## src/rtl/core/emms_pkg.sv

```systemverilog
// Shared types, codes and constants of the espresso machine mode sequencer.
package emms_pkg;

    typedef enum logic [3:0] {
        MODE_INIT       = 4'd0,
        MODE_PREHEAT    = 4'd1,
        MODE_READY      = 4'd2,
        MODE_FAULT      = 4'd3,
        MODE_BREWING    = 4'd4,
        MODE_POSTBREW   = 4'd5,
        MODE_SENSORTEST = 4'd6,
        MODE_UPDATE     = 4'd7,
        MODE_SLEEP      = 4'd8,
        MODE_OFF        = 4'd9
    } t_mode;

    typedef enum logic [1:0] {
        HEATER_BREW  = 2'd0,
        HEATER_STEAM = 2'd1,
        HEATER_SLEEP = 2'd2,
        HEATER_OFF   = 2'd3
    } t_heater;

    typedef enum logic [1:0] {
        DISP_NONE = 2'd0,
        DISP_OFF  = 2'd1,
        DISP_DIM  = 2'd2,
        DISP_FULL = 2'd3
    } t_disp;

    // Command codes; the unused code behaves as a plain tick.
    localparam logic [1:0] CMD_TICK = 2'd0;
    localparam logic [1:0] CMD_ON   = 2'd1;
    localparam logic [1:0] CMD_OFF  = 2'd2;

    localparam logic FAULT_NONE      = 1'b0;
    localparam logic FAULT_LOW_WATER = 1'b1;

    // Configuration register indexes.
    localparam int CFG_IDX_W = 3;
    localparam logic [CFG_IDX_W-1:0] CFG_SLEEP_TEMP   = 3'd0;
    localparam logic [CFG_IDX_W-1:0] CFG_READY_TEMP   = 3'd1;
    localparam logic [CFG_IDX_W-1:0] CFG_SLEEP_AFTER  = 3'd2;
    localparam logic [CFG_IDX_W-1:0] CFG_FINISH_TMO   = 3'd3;
    localparam logic [CFG_IDX_W-1:0] CFG_IDLE_TMO     = 3'd4;
    localparam logic [CFG_IDX_W-1:0] CFG_DEBOUNCE     = 3'd5;
    localparam logic [CFG_IDX_W-1:0] CFG_STEAM_MIN    = 3'd6;

    localparam logic signed [15:0] RST_SLEEP_TEMP = 16'sd1520;
    localparam logic signed [15:0] RST_READY_TEMP = 16'sd1440;
    localparam logic [31:0] RST_FINISH_TMO = 32'd30000;
    localparam logic [31:0] RST_IDLE_TMO   = 32'd1800000;
    localparam logic [15:0] RST_DEBOUNCE   = 16'd500;
    localparam logic [31:0] RST_STEAM_MIN  = 32'd10000;

    typedef struct packed {
        logic signed [15:0] sleep_temperature;
        logic signed [15:0] ready_temperature;
        logic               sleep_after_preheat;
        logic [31:0]        brew_finish_timeout;
        logic [31:0]        idle_timeout;
        logic [15:0]        lever_debounce;
        logic [31:0]        steam_min_brew;
    } t_cfg;

    typedef struct packed {
        logic [1:0]         cmd;
        logic [31:0]        now_ms;
        logic               tank_low;
        logic               lever_pulled;
        logic               temp_valid;
        logic signed [15:0] temperature;
    } t_item;

    typedef struct packed {
        t_mode       mode;
        t_mode       seen;
        logic        fault;
        t_heater     heater;
        logic [31:0] idle_start;
        logic [31:0] brew_start;
        logic [31:0] brew_end;
    } t_state;

    typedef struct packed {
        t_mode       mode;
        logic        fault;
        t_heater     heater;
        t_disp       disp;
        logic        failsafe;
        logic        flow_reset;
        logic        freeze;
        logic [31:0] brew_start;
        logic [31:0] brew_end;
    } t_result;

endpackage

```

## src/rtl/core/emms_cfg_regs.sv

```systemverilog
// Configuration register file of the mode sequencer.
module emms_cfg_regs (
    input  logic                           i_clk,
    input  logic                           i_rst_n,
    input  logic                           i_wr_en,
    input  logic [emms_pkg::CFG_IDX_W-1:0] i_index,
    input  logic [31:0]                    i_data,
    output emms_pkg::t_cfg                 o_cfg
);

    emms_pkg::t_cfg r_cfg;

    always_ff @(posedge i_clk) begin
        if (!i_rst_n) begin
            r_cfg.sleep_temperature   <= emms_pkg::RST_SLEEP_TEMP;
            r_cfg.ready_temperature   <= emms_pkg::RST_READY_TEMP;
            r_cfg.sleep_after_preheat <= 1'b0;
            r_cfg.brew_finish_timeout <= emms_pkg::RST_FINISH_TMO;
            r_cfg.idle_timeout        <= emms_pkg::RST_IDLE_TMO;
            r_cfg.lever_debounce      <= emms_pkg::RST_DEBOUNCE;
            r_cfg.steam_min_brew      <= emms_pkg::RST_STEAM_MIN;
        end else if (i_wr_en) begin
            unique case (i_index)
                emms_pkg::CFG_SLEEP_TEMP:  r_cfg.sleep_temperature   <= i_data[15:0];
                emms_pkg::CFG_READY_TEMP:  r_cfg.ready_temperature   <= i_data[15:0];
                emms_pkg::CFG_SLEEP_AFTER: r_cfg.sleep_after_preheat <= i_data[0];
                emms_pkg::CFG_FINISH_TMO:  r_cfg.brew_finish_timeout <= i_data;
                emms_pkg::CFG_IDLE_TMO:    r_cfg.idle_timeout        <= i_data;
                emms_pkg::CFG_DEBOUNCE:    r_cfg.lever_debounce      <= i_data[15:0];
                emms_pkg::CFG_STEAM_MIN:   r_cfg.steam_min_brew      <= i_data;
                default: ;  // drop writes past the last register
            endcase
        end
    end

    assign o_cfg = r_cfg;

endmodule

```

## src/rtl/core/emms_step.sv

```systemverilog
// Combinational next-state and result logic for one tick of the sequencer.
module emms_step (
    input  emms_pkg::t_cfg    i_cfg,
    input  emms_pkg::t_item   i_item,
    input  emms_pkg::t_state  i_state,
    output emms_pkg::t_state  o_state,
    output emms_pkg::t_result o_result
);

    emms_pkg::t_state s;
    emms_pkg::t_disp  disp;
    logic             fsafe;
    logic             flow;
    logic             freeze;
    logic [31:0]      now;
    logic [31:0]      since_end;
    logic [31:0]      brew_len;

    always_comb begin
        s      = i_state;
        disp   = emms_pkg::DISP_NONE;
        fsafe  = 1'b0;
        flow   = 1'b0;
        freeze = 1'b0;
        now    = i_item.now_ms;

        // power commands
        if (i_item.cmd == emms_pkg::CMD_ON) begin
            if (s.mode == emms_pkg::MODE_OFF || s.mode == emms_pkg::MODE_SLEEP) begin
                s.mode       = emms_pkg::MODE_PREHEAT;
                s.idle_start = now;
            end
        end else if (i_item.cmd == emms_pkg::CMD_OFF) begin
            s.mode = emms_pkg::MODE_OFF;
        end

        // entry actions on a newly seen mode
        if (s.mode != s.seen) begin
            s.seen = s.mode;
            if (s.mode == emms_pkg::MODE_SLEEP) begin
                disp     = emms_pkg::DISP_DIM;
                s.heater = emms_pkg::HEATER_SLEEP;
            end else if (s.mode == emms_pkg::MODE_OFF) begin
                disp     = emms_pkg::DISP_OFF;
                s.heater = emms_pkg::HEATER_OFF;
                fsafe    = 1'b1;
            end else begin
                disp = emms_pkg::DISP_FULL;
                if (s.heater == emms_pkg::HEATER_SLEEP || s.heater == emms_pkg::HEATER_OFF)
                    s.heater = emms_pkg::HEATER_BREW;
            end
        end

        if (s.mode != emms_pkg::MODE_OFF) begin
            if (i_item.tank_low) begin
                s.fault = emms_pkg::FAULT_LOW_WATER;
                s.mode  = emms_pkg::MODE_FAULT;
            end else begin
                if (s.mode == emms_pkg::MODE_PREHEAT && i_item.temp_valid) begin
                    if (i_item.temperature > i_cfg.sleep_temperature
                            && i_cfg.sleep_after_preheat) begin
                        s.mode = emms_pkg::MODE_SLEEP;
                    end else if (i_item.temperature >= i_cfg.ready_temperature) begin
                        s.mode       = emms_pkg::MODE_READY;
                        s.idle_start = now;
                    end
                end
                // low water cleared
                if (s.mode == emms_pkg::MODE_FAULT && s.fault == emms_pkg::FAULT_LOW_WATER) begin
                    s.fault      = emms_pkg::FAULT_NONE;
                    s.mode       = emms_pkg::MODE_READY;
                    s.idle_start = now;
                end
                if (s.mode != emms_pkg::MODE_BREWING && i_item.lever_pulled) begin
                    if (s.mode == emms_pkg::MODE_SLEEP && i_item.temp_valid
                            && i_item.temperature < i_cfg.ready_temperature) begin
                        s.mode       = emms_pkg::MODE_PREHEAT;
                        s.idle_start = now;
                    end else begin
                        s.mode       = emms_pkg::MODE_BREWING;
                        s.idle_start = now;
                        // a pull within the debounce window keeps the running brew timer
                        if (!(s.brew_end != 32'd0
                                && since_end < {16'd0, i_cfg.lever_debounce})) begin
                            s.brew_start = now;
                            s.brew_end   = 32'd0;
                            flow         = 1'b1;
                        end
                    end
                end else if (s.mode == emms_pkg::MODE_BREWING && !i_item.lever_pulled) begin
                    s.mode       = emms_pkg::MODE_READY;
                    s.idle_start = now;
                    freeze       = 1'b1;
                    s.brew_end   = now;
                    if (brew_len > i_cfg.steam_min_brew)
                        s.heater = emms_pkg::HEATER_STEAM;
                end else if (s.mode == emms_pkg::MODE_READY) begin
                    if (s.brew_end != 32'd0 && since_end >= i_cfg.brew_finish_timeout) begin
                        s.brew_end   = 32'd0;
                        s.brew_start = 32'd0;
                        s.heater     = emms_pkg::HEATER_BREW;
                        s.idle_start = now;
                    end
                    if (s.idle_start != 32'd0 && (now - s.idle_start) >= i_cfg.idle_timeout)
                        s.mode = emms_pkg::MODE_SLEEP;
                end
            end
        end
    end

    // brew_end and brew_start are only touched after these points in their arms
    assign since_end  = i_item.now_ms - i_state.brew_end;
    assign brew_len   = i_item.now_ms - i_state.brew_start;

    assign o_state = s;

    always_comb begin
        o_result.mode       = s.mode;
        o_result.fault      = s.fault;
        o_result.heater     = s.heater;
        o_result.disp       = disp;
        o_result.failsafe   = fsafe;
        o_result.flow_reset = flow;
        o_result.freeze     = freeze;
        o_result.brew_start = s.brew_start;
        o_result.brew_end   = s.brew_end;
    end

endmodule

```

## src/rtl/core/espresso_machine_mode_sequencer.sv

```systemverilog
// Espresso machine mode sequencer: input register, one-tick step logic, result register.
// One word in, one word out, at one word per cycle while the output side takes words:
// a tick is taken into the input register, evaluated by a single combinational pass
// against the mode state, and its result lands in the output register once that
// register is free or being emptied. The mode state advances exactly when a word moves
// from the input to the output register. Configuration writes are taken at any time
// (ready is always high) and should be made only while no tick is in flight.
module espresso_machine_mode_sequencer (
    input  logic                           i_clk,
    input  logic                           i_rst_n,
    input  logic                           i_cfg_valid,
    output logic                           o_cfg_ready,
    input  logic [emms_pkg::CFG_IDX_W-1:0] i_cfg_index,
    input  logic [31:0]                    i_cfg_data,
    input  logic                           i_in_valid,
    output logic                           o_in_ready,
    input  logic [1:0]                     i_cmd,
    input  logic [31:0]                    i_now_ms,
    input  logic                           i_tank_low,
    input  logic                           i_lever_pulled,
    input  logic                           i_temp_valid,
    input  logic signed [15:0]             i_temperature,
    output logic                           o_out_valid,
    input  logic                           i_out_ready,
    output logic [3:0]                     o_mode_out,
    output logic                           o_fault_out,
    output logic [1:0]                     o_heater_out,
    output logic [1:0]                     o_display_out,
    output logic                           o_failsafe_pulse,
    output logic                           o_flow_reset,
    output logic                           o_graphs_freeze,
    output logic [31:0]                    o_brew_start_out,
    output logic [31:0]                    o_brew_end_out
);

    emms_pkg::t_cfg    cfg;
    emms_pkg::t_state  r_state;
    emms_pkg::t_state  n_state;
    emms_pkg::t_item   r_item;
    emms_pkg::t_result n_result;
    emms_pkg::t_result r_result;
    logic              r_in_valid;
    logic              r_out_valid;
    logic              advance;

    assign o_cfg_ready = 1'b1;

    emms_cfg_regs u_cfg (
        .i_clk   (i_clk),
        .i_rst_n (i_rst_n),
        .i_wr_en (i_cfg_valid),
        .i_index (i_cfg_index),
        .i_data  (i_cfg_data),
        .o_cfg   (cfg)
    );

    emms_step u_step (
        .i_cfg    (cfg),
        .i_item   (r_item),
        .i_state  (r_state),
        .o_state  (n_state),
        .o_result (n_result)
    );

    // move the held word on whenever the result register is free or being emptied
    assign advance    = r_in_valid && (!r_out_valid || i_out_ready);
    assign o_in_ready = !r_in_valid || advance;

    always_ff @(posedge i_clk) begin
        if (!i_rst_n) begin
            r_in_valid <= 1'b0;
        end else if (o_in_ready) begin
            r_in_valid <= i_in_valid;
        end
    end

    always_ff @(posedge i_clk) begin
        if (i_in_valid && o_in_ready) begin
            r_item.cmd          <= i_cmd;
            r_item.now_ms       <= i_now_ms;
            r_item.tank_low     <= i_tank_low;
            r_item.lever_pulled <= i_lever_pulled;
            r_item.temp_valid   <= i_temp_valid;
            r_item.temperature  <= i_temperature;
        end
    end

    always_ff @(posedge i_clk) begin
        if (!i_rst_n) begin
            r_state.mode       <= emms_pkg::MODE_INIT;
            r_state.seen       <= emms_pkg::MODE_INIT;
            r_state.fault      <= emms_pkg::FAULT_NONE;
            r_state.heater     <= emms_pkg::HEATER_BREW;
            r_state.idle_start <= 32'd0;
            r_state.brew_start <= 32'd0;
            r_state.brew_end   <= 32'd0;
        end else if (advance) begin
            r_state <= n_state;
        end
    end

    always_ff @(posedge i_clk) begin
        if (!i_rst_n) begin
            r_out_valid <= 1'b0;
        end else if (advance) begin
            r_out_valid <= 1'b1;
        end else if (i_out_ready) begin
            r_out_valid <= 1'b0;
        end
    end

    always_ff @(posedge i_clk) begin
        if (advance) begin
            r_result <= n_result;
        end
    end

    assign o_out_valid      = r_out_valid;
    assign o_mode_out       = r_result.mode;
    assign o_fault_out      = r_result.fault;
    assign o_heater_out     = r_result.heater;
    assign o_display_out    = r_result.disp;
    assign o_failsafe_pulse = r_result.failsafe;
    assign o_flow_reset     = r_result.flow_reset;
    assign o_graphs_freeze  = r_result.freeze;
    assign o_brew_start_out = r_result.brew_start;
    assign o_brew_end_out   = r_result.brew_end;

    a_state_hold: assert property (@(posedge i_clk) disable iff (!i_rst_n)
        !advance |=> $stable(r_state))
        else $error("mode state changed without a word moving on");

    a_failsafe_off: assert property (@(posedge i_clk) disable iff (!i_rst_n)
        o_out_valid && o_failsafe_pulse |->
            o_mode_out == emms_pkg::MODE_OFF && o_heater_out == emms_pkg::HEATER_OFF)
        else $error("failsafe pulse outside off entry");

    a_flow_brewing: assert property (@(posedge i_clk) disable iff (!i_rst_n)
        o_out_valid && o_flow_reset |->
            o_mode_out == emms_pkg::MODE_BREWING && o_brew_end_out == 32'd0)
        else $error("flow reset without a fresh brew");

    a_freeze_ready: assert property (@(posedge i_clk) disable iff (!i_rst_n)
        o_out_valid && o_graphs_freeze |->
            o_mode_out == emms_pkg::MODE_READY && !o_flow_reset)
        else $error("graphs freeze outside brew end");

    a_result_matches_state: assert property (@(posedge i_clk) disable iff (!i_rst_n)
        advance |=> o_mode_out == r_state.mode && o_brew_end_out == r_state.brew_end)
        else $error("result register out of step with mode state");

endmodule
```

## config.mk

```make
export PLATFORM = sky130hd
export DESIGN_NAME = espresso_machine_mode_sequencer
export DESIGN_NICKNAME = d
export VERILOG_FILES = /design/src/rtl/core/emms_pkg.sv /design/src/rtl/core/emms_cfg_regs.sv /design/src/rtl/core/emms_step.sv /design/src/rtl/core/espresso_machine_mode_sequencer.sv
export SDC_FILE = /design/constraint.sdc
export NUM_CORES = 1
export LEC_CHECK = 0
export ABC_AREA = 1
export BUFFER_PORTS_ARGS = -buffer_cell sky130_fd_sc_hd__buf_4
export CAP_MARGIN = 25
export CORE_MARGIN = 2
export CORE_UTILIZATION = 45
export DETAILED_ROUTE_END_ITERATION = 10
export HOLD_SLACK_MARGIN = 0.02
export PLACE_DENSITY = 0.61
export RECOVER_POWER = 50
export SLEW_MARGIN = 20
export SYNTH_ARGS = -nofsm -noshare
export SYNTH_HDL_FRONTEND = slang
export SYNTH_SLANG_ARGS = --single-unit
export TNS_END_PERCENT = 5
```

## constraint.sdc

```tcl
create_clock -name i_clk -period 14.5 [get_ports i_clk]
set_clock_uncertainty 0.1 [all_clocks]
set_input_delay 2.9 -clock i_clk [delete_from_list [all_inputs] [get_ports i_clk]]
set_output_delay 2.9 -clock i_clk [all_outputs]
set_load 0.02 [all_outputs]
```

After elaboration in Yosys (flattened, before gate mapping)
Index checks and enable logic that the tools add are counted.
- input bits: 93
- output and inout bits: 79
- word-level logic and storage cells: 155
- register bits: 383
- bitwise operators: 3
- eq/ne operators: 22
- magnitude comparators: 7
- reductions and logical operators: 34
- muxes and demuxes: 54
- add/sub/neg operators: 3
- operator list (cell ; count):
    $mux 98 ; 8
    $mux 32 ; 8
    $mux 64 ; 2
    $mux 99 ; 1
    $mux 96 ; 1
    $sub 32x32->32 ; 3
    $mux 4 ; 17
    $ge 32x32->1 ; 2
    $reduce_bool 32->1 ; 2
    $mux 34 ; 1
    $gt 32x32->1 ; 1
    $lt 32x16->1 ; 1
    $eq 4x4->1 const B ; 5
    $ge 16x16->1 ; 1
    $gt 16x16->1 ; 1
    $lt 16x16->1 ; 1
    $mux 2 ; 8
    $reduce_and 2->1 ; 8
    $logic_and 1x1->1 ; 12
    $eq 3x3->1 const B ; 3
    $eq 4x2->1 const B ; 2
    $mux 1 ; 7
    $eq 2x2->1 const B ; 3
    $eq 3x2->1 const B ; 2
    other kinds (16) ; 23

Depth between registers and ports, before layout
Gate-level depths: netlist of the first run.
- depth after elaboration: 29
- depth in mapped cells: 60
- depth with buffers taken out: 59

Hierarchy
From an unflattened synthesis of the first run, not the netlist that was laid out.
- cell total of the unflattened synthesis: 3998
- area, all modules: 27998.1 sq um
- by module, submodules not included (module ; times used ; seq. area each (sq um) ; cells each ; area each (sq um)):
    emms_step ; 1 ; 0.0 ; 2358 ; 13646.8
    espresso_machine_mode_sequencer ; 1 ; 6055.8 ; 845 ; 8738.4
    emms_cfg_regs ; 1 ; 2902.8 ; 795 ; 5612.9

Worst setup path before layout of the first run
OpenSTA, ideal clock, no wires.
- path type: register -> register
- start: reg r_item[19] in the netlist's numbering
- end: reg r_state[104] in the netlist's numbering
- slack: 7.272 ns
- library setup time: 0.238 ns
- path buffers: 1
- period minus slack after synthesis: 7.228 ns
- stages on the path, launching flop included: 53
- data arrival time: 6.889 ns
- path through: edfxtp_1 inv_1 ha_1 inv_1 fa_1 nand3_1 nand2_1 nand4_1 nand3_1 a21o_2 nand2_1 nand2_1 inv_1 o21ai_0 xor2_1 inv_1 ha_1 nand4_1 [17 not listed] o21bai_1 a21oi_1 o21ai_2 nand3_1 nand2_1 nand4_1 nand2_1 xor2_1 inv_1 ha_1 nand4_1 o221a_2 a21oi_1 nand2_1 nand2_1 nand2_1 nand2_1 a21oi_1
- cells in the longest elaborated chain, start to end: 21
- RTL lines (element ; line ; RTL):
    from (decl) ; espresso_machine_mode_sequencer.sv:39 ; emms_pkg::t_item r_item;
    parallel branches: the longest is 14 deep, another holds $sub 32x32->32 ; - ;
    $logic_and 1x1->1 (*) ; emms_step.sv:104 ; if (s.idle_start != 32'd0 && (now - s.idle_start) >= i_cfg.idle_timeout)
    $mux 4 (*) ; emms_step.sv:104 ;
    $mux 4 (*) ; emms_step.sv:97 ; end else if (s.mode == emms_pkg::MODE_READY) begin
    $mux 4 (*) ; emms_step.sv:90 ; end else if (s.mode == emms_pkg::MODE_BREWING && !i_item.lever_pulled) begin
    $mux 4 (*) ; emms_step.sv:74 ; if (s.mode != emms_pkg::MODE_BREWING && i_item.lever_pulled) begin
    $mux 4 (*) ; emms_step.sv:55 ; if (i_item.tank_low) begin
    $mux 4 (*) ; emms_step.sv:54 ; if (s.mode != emms_pkg::MODE_OFF) begin
    to (signal assigned) ; espresso_machine_mode_sequencer.sv:98 ; r_state <= n_state;
    to (decl) ; espresso_machine_mode_sequencer.sv:37 ; emms_pkg::t_state r_state;
Mark *: on every way between the ends. The select of a mux whose other input is x is not followed.
A chain may end at the register's enable or synchronous reset.

Worst setup path in the final report of the first run
- start: reg r_item[51] in the netlist's numbering
- end: reg r_state[104] in the netlist's numbering
- cells in the longest elaborated chain, start to end: 26
- RTL lines (element ; line ; RTL):
    $eq 2x2->1 ; emms_step.sv:33 ; end else if (i_item.cmd == emms_pkg::CMD_OFF) begin
    $mux 4 ; emms_step.sv:33 ;
    $mux 4 ; emms_step.sv:28 ; if (i_item.cmd == emms_pkg::CMD_ON) begin
    $eq 4x1->1 or $mux 4 (tied branches) ; emms_step.sv:59, emms_step.sv:63 ;
    $logic_and 1x1->1 or $mux 4 (tied branches) ; emms_step.sv:59, emms_step.sv:60 ;
    $mux 4 ; emms_step.sv:59 ; if (s.mode == emms_pkg::MODE_PREHEAT && i_item.temp_valid) begin
    $mux 4 ; emms_step.sv:55 ;
    $mux 4 ; emms_step.sv:54 ;
    [10 not listed] ; - ;
    $ge 32x32->1 ; emms_step.sv:104 ;
    $logic_and 1x1->1 ; emms_step.sv:104 ;
    $mux 4 ; emms_step.sv:104 ;
    $mux 4 ; emms_step.sv:97 ;
    $mux 4 ; emms_step.sv:90 ;
    $mux 4 ; emms_step.sv:74 ;
    $mux 4 ; emms_step.sv:55 ;
    $mux 4 (*) ; emms_step.sv:54 ;
Mark *: on every way between the ends. The rest lies on a longest branch, timed or not. The select of a mux whose other input is x is not followed.

==> flow_metrics.tcl, run 1 <==
set metrics [dict create \
    drc 0 \
    cts.clk_slew.worst_paths_ns 0.06 \
    grt_pass1_wl_mm 134 \
    syn_to_final_growth_pct 11.5 \
    status "complete, but fails checks" \
    startpoint "r_item[51]$_DFFE_PP_" \
    place_ws_ns 5.59 \
    synthTopCellsByArea "dfxtp_1, edfxtp_1, ha_1" \
    synth_nets 3803 \
    synth_fa_ha_area_frac 0.118 \
    grt_max_degree 142 \
    post-route-min-period_ns 10.31 \
    postLayoutCoreUtil 0.506 \
    relSlewSlack -2.20 \
    ioPinCount 172 \
    place.port_buffers 170 \
    setup_violations 0 \
    start_util 0.454 \
    dp.final_hpwl_mm 66.2 \
    die_x_um 242 \
    ff2ff_setup_slack_ns 4.19 \
    cp.arrival_ns 10.54 \
    synth_compound_area_frac 0.210 \
    fmax_mhz 97.0 \
    power.density_nw_per_um2 130 \
    cts_buffers 43 \
    hold_buffers 0 \
    period_share 0.711 \
    synth_common_cells "nand2_1, inv_1, a21oi_1, o21ai_0, dfxtp_1" \
    seq_area_frac_synth 0.351 \
    drt-wirelength-per-cell_um 20.7 \
    ys_types 64 \
    cts_tree "yes" \
    synth_top_family_by_area "compound AO/OA/AOI/OAI gates" \
    setup-tns-final_ns 0 \
    crit_fanout 66 \
    hold_path.class "flip-flop to flip-flop" \
    whs_ns 0.361 \
    grt_pass1_vias 22300 \
    drt_iter0_drc 2307 \
    total_leakage_power_uw 0.0127 \
    h-tree-depth 2 \
    cp-end-kind "flip-flop" \
    rsz0062_at_grt "false" \
    crit_slowest_cell "clkbuf_1" \
    startpoint_type "flip-flop" \
    critPathMostFrequentCell "nand2_1" \
    vias 24300 \
    clockBufferDepth 3 \
    r2r_end "r_state[104]$_SDFFE_PN0P_" \
    ys_ff_latch 383 \
    antenna_found_initial 4 \
    reg2reg_depth 40 \
    slew_violations 412 \
    post-cts-setup-buffers 0 \
    postCtsResizedCells 0 \
    cts_root_buf "clkbuf_16" \
    synthXorXnorAreaFrac 0.0305 \
    violations "max-capacitance violations, max-slew violations" \
    critical_path.max_stage_delay_ns 2.07 \
    place_congestion 0.966 \
    synthMuxAreaShare 0 \
    cp-endpoint "r_state[104]$_SDFFE_PN0P_" \
    dieArea_um2 58600 \
    hold_depth 2 \
    layout_setup_ws_ns 4.19 \
    overflow 0 \
    drive_gt1_frac 0.0616 \
    clock_latency_ns 0.59 \
    cap_violations 5 \
    routed_wl_mm 90.3 \
    via_per_inst 5.56 \
    async_flop_share 0 \
    netlist_area_um2 25500 \
    die_h_um 242 \
    hold_viol 0 \
    synth-edff-count 129 \
    cts_sinks 383 \
    track_usage 0.299 \
    synth_top_area_share 0.199 \
    peakVddDrop_mv 0.0889 \
    cp.required_ns 14.73 \
    drt_pass1_iterations 5 \
    nets 3902 \
    yosysWarningCount 0 \
    synthMostInstantiatedCell "nand2_1" \
    setup.worst_path.class "flip-flop to flip-flop" \
    avgSynthCellArea_um2 7.35 \
    yosys.area_share.simple 0.190 \
    synth_ff_type "dfxtp_1" \
    synth_cells 3471 \
    r2r-start "r_item[51]$_DFFE_PP_" \
    row_count 87 \
    core_region_area_um2 56300 \
    tightest_slew_ns 4.80 \
    final_antenna_net_count 0 \
    synth_top_area_cell "dfxtp_1" \
]
## logic make-up after synthesis
logic type               count (synthesis)
flip-flops                             383
adder cells (fa/ha/maj)                239
XOR/XNOR                                89
other                                    1
AND/OR/NAND/NOR                       1123
buffers and inverters                  653
AO/OA/AOI/OAI                          983
## worst min path at each step
stage	from	end
floorplan	u_cfg.o_cfg[100]$_SDFFE_PN0P_	u_cfg.o_cfg[100]$_SDFFE_PN0P_
global placement	u_cfg.o_cfg[128]$_SDFFE_PN0P_	u_cfg.o_cfg[128]$_SDFFE_PN0P_
detailed placement	u_cfg.o_cfg[41]$_SDFFE_PN0P_	u_cfg.o_cfg[41]$_SDFFE_PN0P_
CTS	u_cfg.o_cfg[41]$_SDFFE_PN0P_	u_cfg.o_cfg[41]$_SDFFE_PN0P_
global route	u_cfg.o_cfg[115]$_SDFFE_PN0P_	u_cfg.o_cfg[115]$_SDFFE_PN0P_
finish	u_cfg.o_cfg[119]$_SDFFE_PN0P_	u_cfg.o_cfg[119]$_SDFFE_PN0P_
## power breakdown
part	leakage (uW)	switching, uW	internal [uW]
logic	0.00875	910	466
registers	0.00332	36.4	1180
clock network	0.000679	486	634
total	0.0127	1430	2280
## metrics by stage
stage,cell area [um2],power [uW],cells
after global placement,27400,2600,4279
final,28500,3710,4362
after global routing,28500,3930,4361
after CTS,28800,3720,4359
after detailed placement,27400,2600,4279
after floorplan,25500,2180,3471
## worst max-delay path: cells and delay by family (launching register included)
kind	cells	cell delay (ns)
AND/OR/NAND/NOR	26	4.06
AO/OA/AOI/OAI	10	2.58
buffers and inverters	1	2.07
adder cells (fa/ha/maj)	2	0.58
flip-flops	1	0.42
XOR/XNOR	1	0.16
## cell type report
cell class | instances | area [um2]
Fill cell | 5732 | 27800
Inverter | 498 | 1870
Tap cell | 756 | 946
Antenna cell | 1 | 2.50
Clock buffer | 55 | 1170
Timing Repair Buffer | 209 | 1250
Sequential cell | 383 | 8960
Multi-Input combinational cell | 2435 | 14000
Clock inverter | 25 | 255
## placed cells by master (no fill, tap or decap), types with 4 or more instances in the layout
master / instances
clkbuf_16: 45
clkbuf_4: 44
a21o_1: 8
o21ai_0: 309
nor2_4: 4
o211ai_1: 63
xnor2_1: 20
a31oi_1: 17
a21oi_1: 465
nand2_1: 561
buf_4: 70
clkbuf_1: 102
o31ai_1: 22
a21boi_1: 5
a211oi_1: 11
nand3b_1: 7
o221ai_1: 8
and2_1: 4
nor4_1: 11
inv_2: 7
o21ai_1: 38
clkinv_4: 7
edfxtp_1: 129
o21bai_1: 13
clkinv_2: 4
xor2_1: 69
nand2_2: 6
dfxtp_1: 254
ha_1: 236
nand3_1: 196
nor3_1: 46
clkinvlp_4: 6
nand4_1: 44
nor2_1: 227
inv_1: 488
clkinv_1: 4
## routing by layer
layer,vias to the layer above,part of all wire,GRT usage
met5,-,0,0
met4,0,0.049,0.142
met3,191,0.082,0.0424
met2,1036,0.45,0.476
met1,11100,0.42,0.400
li1,12000,-,-
## flip-flops by register name (all words and copies together), names as in the netlist
| signal | flops |
|---|---|
| o_display_out | 2 |
| u_cfg.o_cfg | 145 |
| r_item | 53 |
| o_brew_start_out | 32 |
| o_out_valid | 1 |
| r_state | 107 |
| r_in_valid | 1 |
| o_failsafe_pulse | 1 |
| o_fault_out | 1 |
| o_graphs_freeze | 1 |
| o_mode_out | 4 |
| o_brew_end_out | 32 |
| o_heater_out | 2 |
| o_flow_reset | 1 |
(Power assumes the default switching activity.)
==> run 2: changes to the inputs <==
Settings changed: PLACE_DENSITY 0.61 to 0.64.
Clock period 14.5 ns to 9 ns, I/O delays scaled along.
==> run 2 against run 1 <==
  * The flow still finishes with violations (max-capacitance violations, max-slew violations)
  * Register-to-register slack lost 3.4 ns
  * Non-clock buffer count up 25
  * Global-route usage up 0.94 points
  * Critical path depth is 14 higher
  * Total power is 66% higher
  * Cell area grew 1.4%
  * Worst hold slack got worse by 0.0018 ns
  * Wire length is 3.0% higher
  * Clock power increased by 72%
  * Cell count increased by 0.71%
  * Maximum frequency increased by 25%
  * Critical path type unchanged
  * Largest power group unchanged
==> flow_metrics.tcl, run 2 (synthesis gave the netlist of run 1 again) <==
set metrics [dict create \
    row_count 87 \
    clock_latency_ns 0.62 \
    overflow 0 \
    layout.cells.non_filler 4393 \
    rsz0062_at_grt "false" \
    grt_max_degree 143 \
    track_usage 0.308 \
    antenna_found_initial 14 \
    ioPinCount 172 \
    r2r_end "o_mode_out[1]$_DFFE_PP_" \
    critPathMostFrequentCell "nand2_1" \
    syn_to_final_growth_pct 13.1 \
    most-common-layout-cells "nand2_1, inv_1, a21oi_1, o21ai_0, dfxtp_1" \
    layout_commonest_cell "nand2_1" \
    fmax_mhz 121 \
    total_leakage_power_uw 0.0130 \
    hold_path.class "flip-flop to flip-flop" \
    vias 24800 \
    fillers 5679 \
    violations "max-capacitance violations, max-slew violations" \
    die_h_um 242 \
    startpoint "r_item[19]$_DFFE_PP_" \
    via_per_inst 5.64 \
    dp.cells 4302 \
    core_region_area_um2 56300 \
    cap_violations 3 \
    drt-wirelength-per-cell_um 21.2 \
    largest_register_ffs 145 \
    hold_end "u_cfg.o_cfg[127]$_SDFFE_PN0P_" \
    startpoint_type "flip-flop" \
    grt_pass1_wl_mm 138 \
    setup.worst_path.class "flip-flop to flip-flop" \
    reg2reg_depth 54 \
    die_x_um 242 \
    post-route-min-period_ns 8.24 \
    cts.clk_slew.worst_paths_ns 0.06 \
    r2r-start "r_item[19]$_DFFE_PP_" \
    clockBufferDepth 3 \
    grt_pass1_vias 22900 \
    start_util 0.454 \
    crit_fanout 11 \
    drt_pass1_iterations 6 \
    dp.final_hpwl_mm 69.3 \
    status "complete, but fails checks" \
    period_share 0.916 \
    nets 3930 \
    hold_viol 0 \
    h-tree-depth 2 \
    place_congestion 1.05 \
    drt_iter0_drc 2662 \
    final_antenna_net_count 0 \
    relSlewSlack -2.60 \
    cp.required_ns 9.25 \
    cts_buffers 46 \
    ff2ff_setup_slack_ns 0.76 \
    cts_sinks 383 \
    crit_slowest_cell "edfxtp_1" \
    power.density_nw_per_um2 213 \
    cts_tree "yes" \
    peakVddDrop_mv 0.151 \
    cpLargestDelayFamily "simple AND/OR/NAND/NOR gates" \
    routed_wl_mm 93.0 \
    setup_violations 0 \
    drc 0 \
    cts_root_buf "clkbuf_16" \
    hold_depth 2 \
    place.port_buffers 170 \
    dieArea_um2 58600 \
    min-delay-start "u_cfg.o_cfg[127]$_SDFFE_PN0P_" \
    critPathBufInv 8 \
    slew_violations 241 \
    cp-end-kind "flip-flop" \
    tightest_slew_ns 5.41 \
    critical_path.max_stage_delay_ns 0.42 \
    cp.arrival_ns 8.50 \
    setup-tns-final_ns 0 \
    drive_gt1_frac 0.0768 \
    hold_buffers 0 \
]
## run 2: worst register-to-register path: cells and delay by family (launching register included)
kind / cells / cell delay [ns]
AND/OR/NAND/NOR: 24 / 2.73
AO/OA/AOI/OAI: 15 / 2.15
adder cells (fa/ha/maj): 5 / 1.41
buffers and inverters: 8 / 0.77
XOR/XNOR: 2 / 0.43
flip-flops: 1 / 0.42
## run 2: where the power goes
part | internal [uW] | total [uW] | switching, uW
Sequential | 1900 | 1960 | 61.8
Combinational | 773 | 2250 | 1480
Clock | 1120 | 1930 | 814
## run 2: worst max path at each step
stage	endpoint	slack [ns]	depth (start not counted)
after CTS	o_mode_out[1]$_DFFE_PP_	0.55	53
final	o_mode_out[1]$_DFFE_PP_	0.76	54
after global placement	o_mode_out[1]$_DFFE_PP_	0.68	50
after detailed placement	o_mode_out[1]$_DFFE_PP_	0.58	52
after global routing	r_state[106]$_SDFFE_PN0P_	0.01	57
after floorplan	r_state[104]$_SDFFE_PN0P_	1.77	52
## run 2: per-stage QoR
step	cell area (um2)	total power (uW)	hold slack (ns)	util	worst slack, ns
after detailed placement	27500	4200	0.354	0.489	0.581
after global routing	28900	6510	0.375	0.513	0.0126
final	28900	6150	0.359	0.513	0.756
after global placement	27500	4200	0.349	0.489	0.678
after floorplan	25500	3510	0.335	-	1.77
after CTS	29100	6140	0.362	0.517	0.548
## run 2: layout make-up
cell class,count,area [um2],share of cell area
diodes,2,5.00,0.000173
clock buffers,57,1220,0.0423
clock inverters,28,323,0.0112
inverters,498,1870,0.0649
multi-input cells,2435,14000,0.486
flip-flops and latches,383,8960,0.310
well taps,756,946,0.0328
repair buffers,234,1500,0.0519
## run 2: timing repair
action | CTS | global route
endpoints found under the setup margin | 0 | 4
resized for setup | 0 | 7
setup buffers | 0 | 4
## run 2: per-layer routing
metal,up-vias,share of wire,global-route usage
li1,12000,-,-
met1,11400,0.40,0.400
met2,1149,0.44,0.487
met3,245,0.11,0.0701
met4,4,0.053,0.145
met5,-,0.00026,0
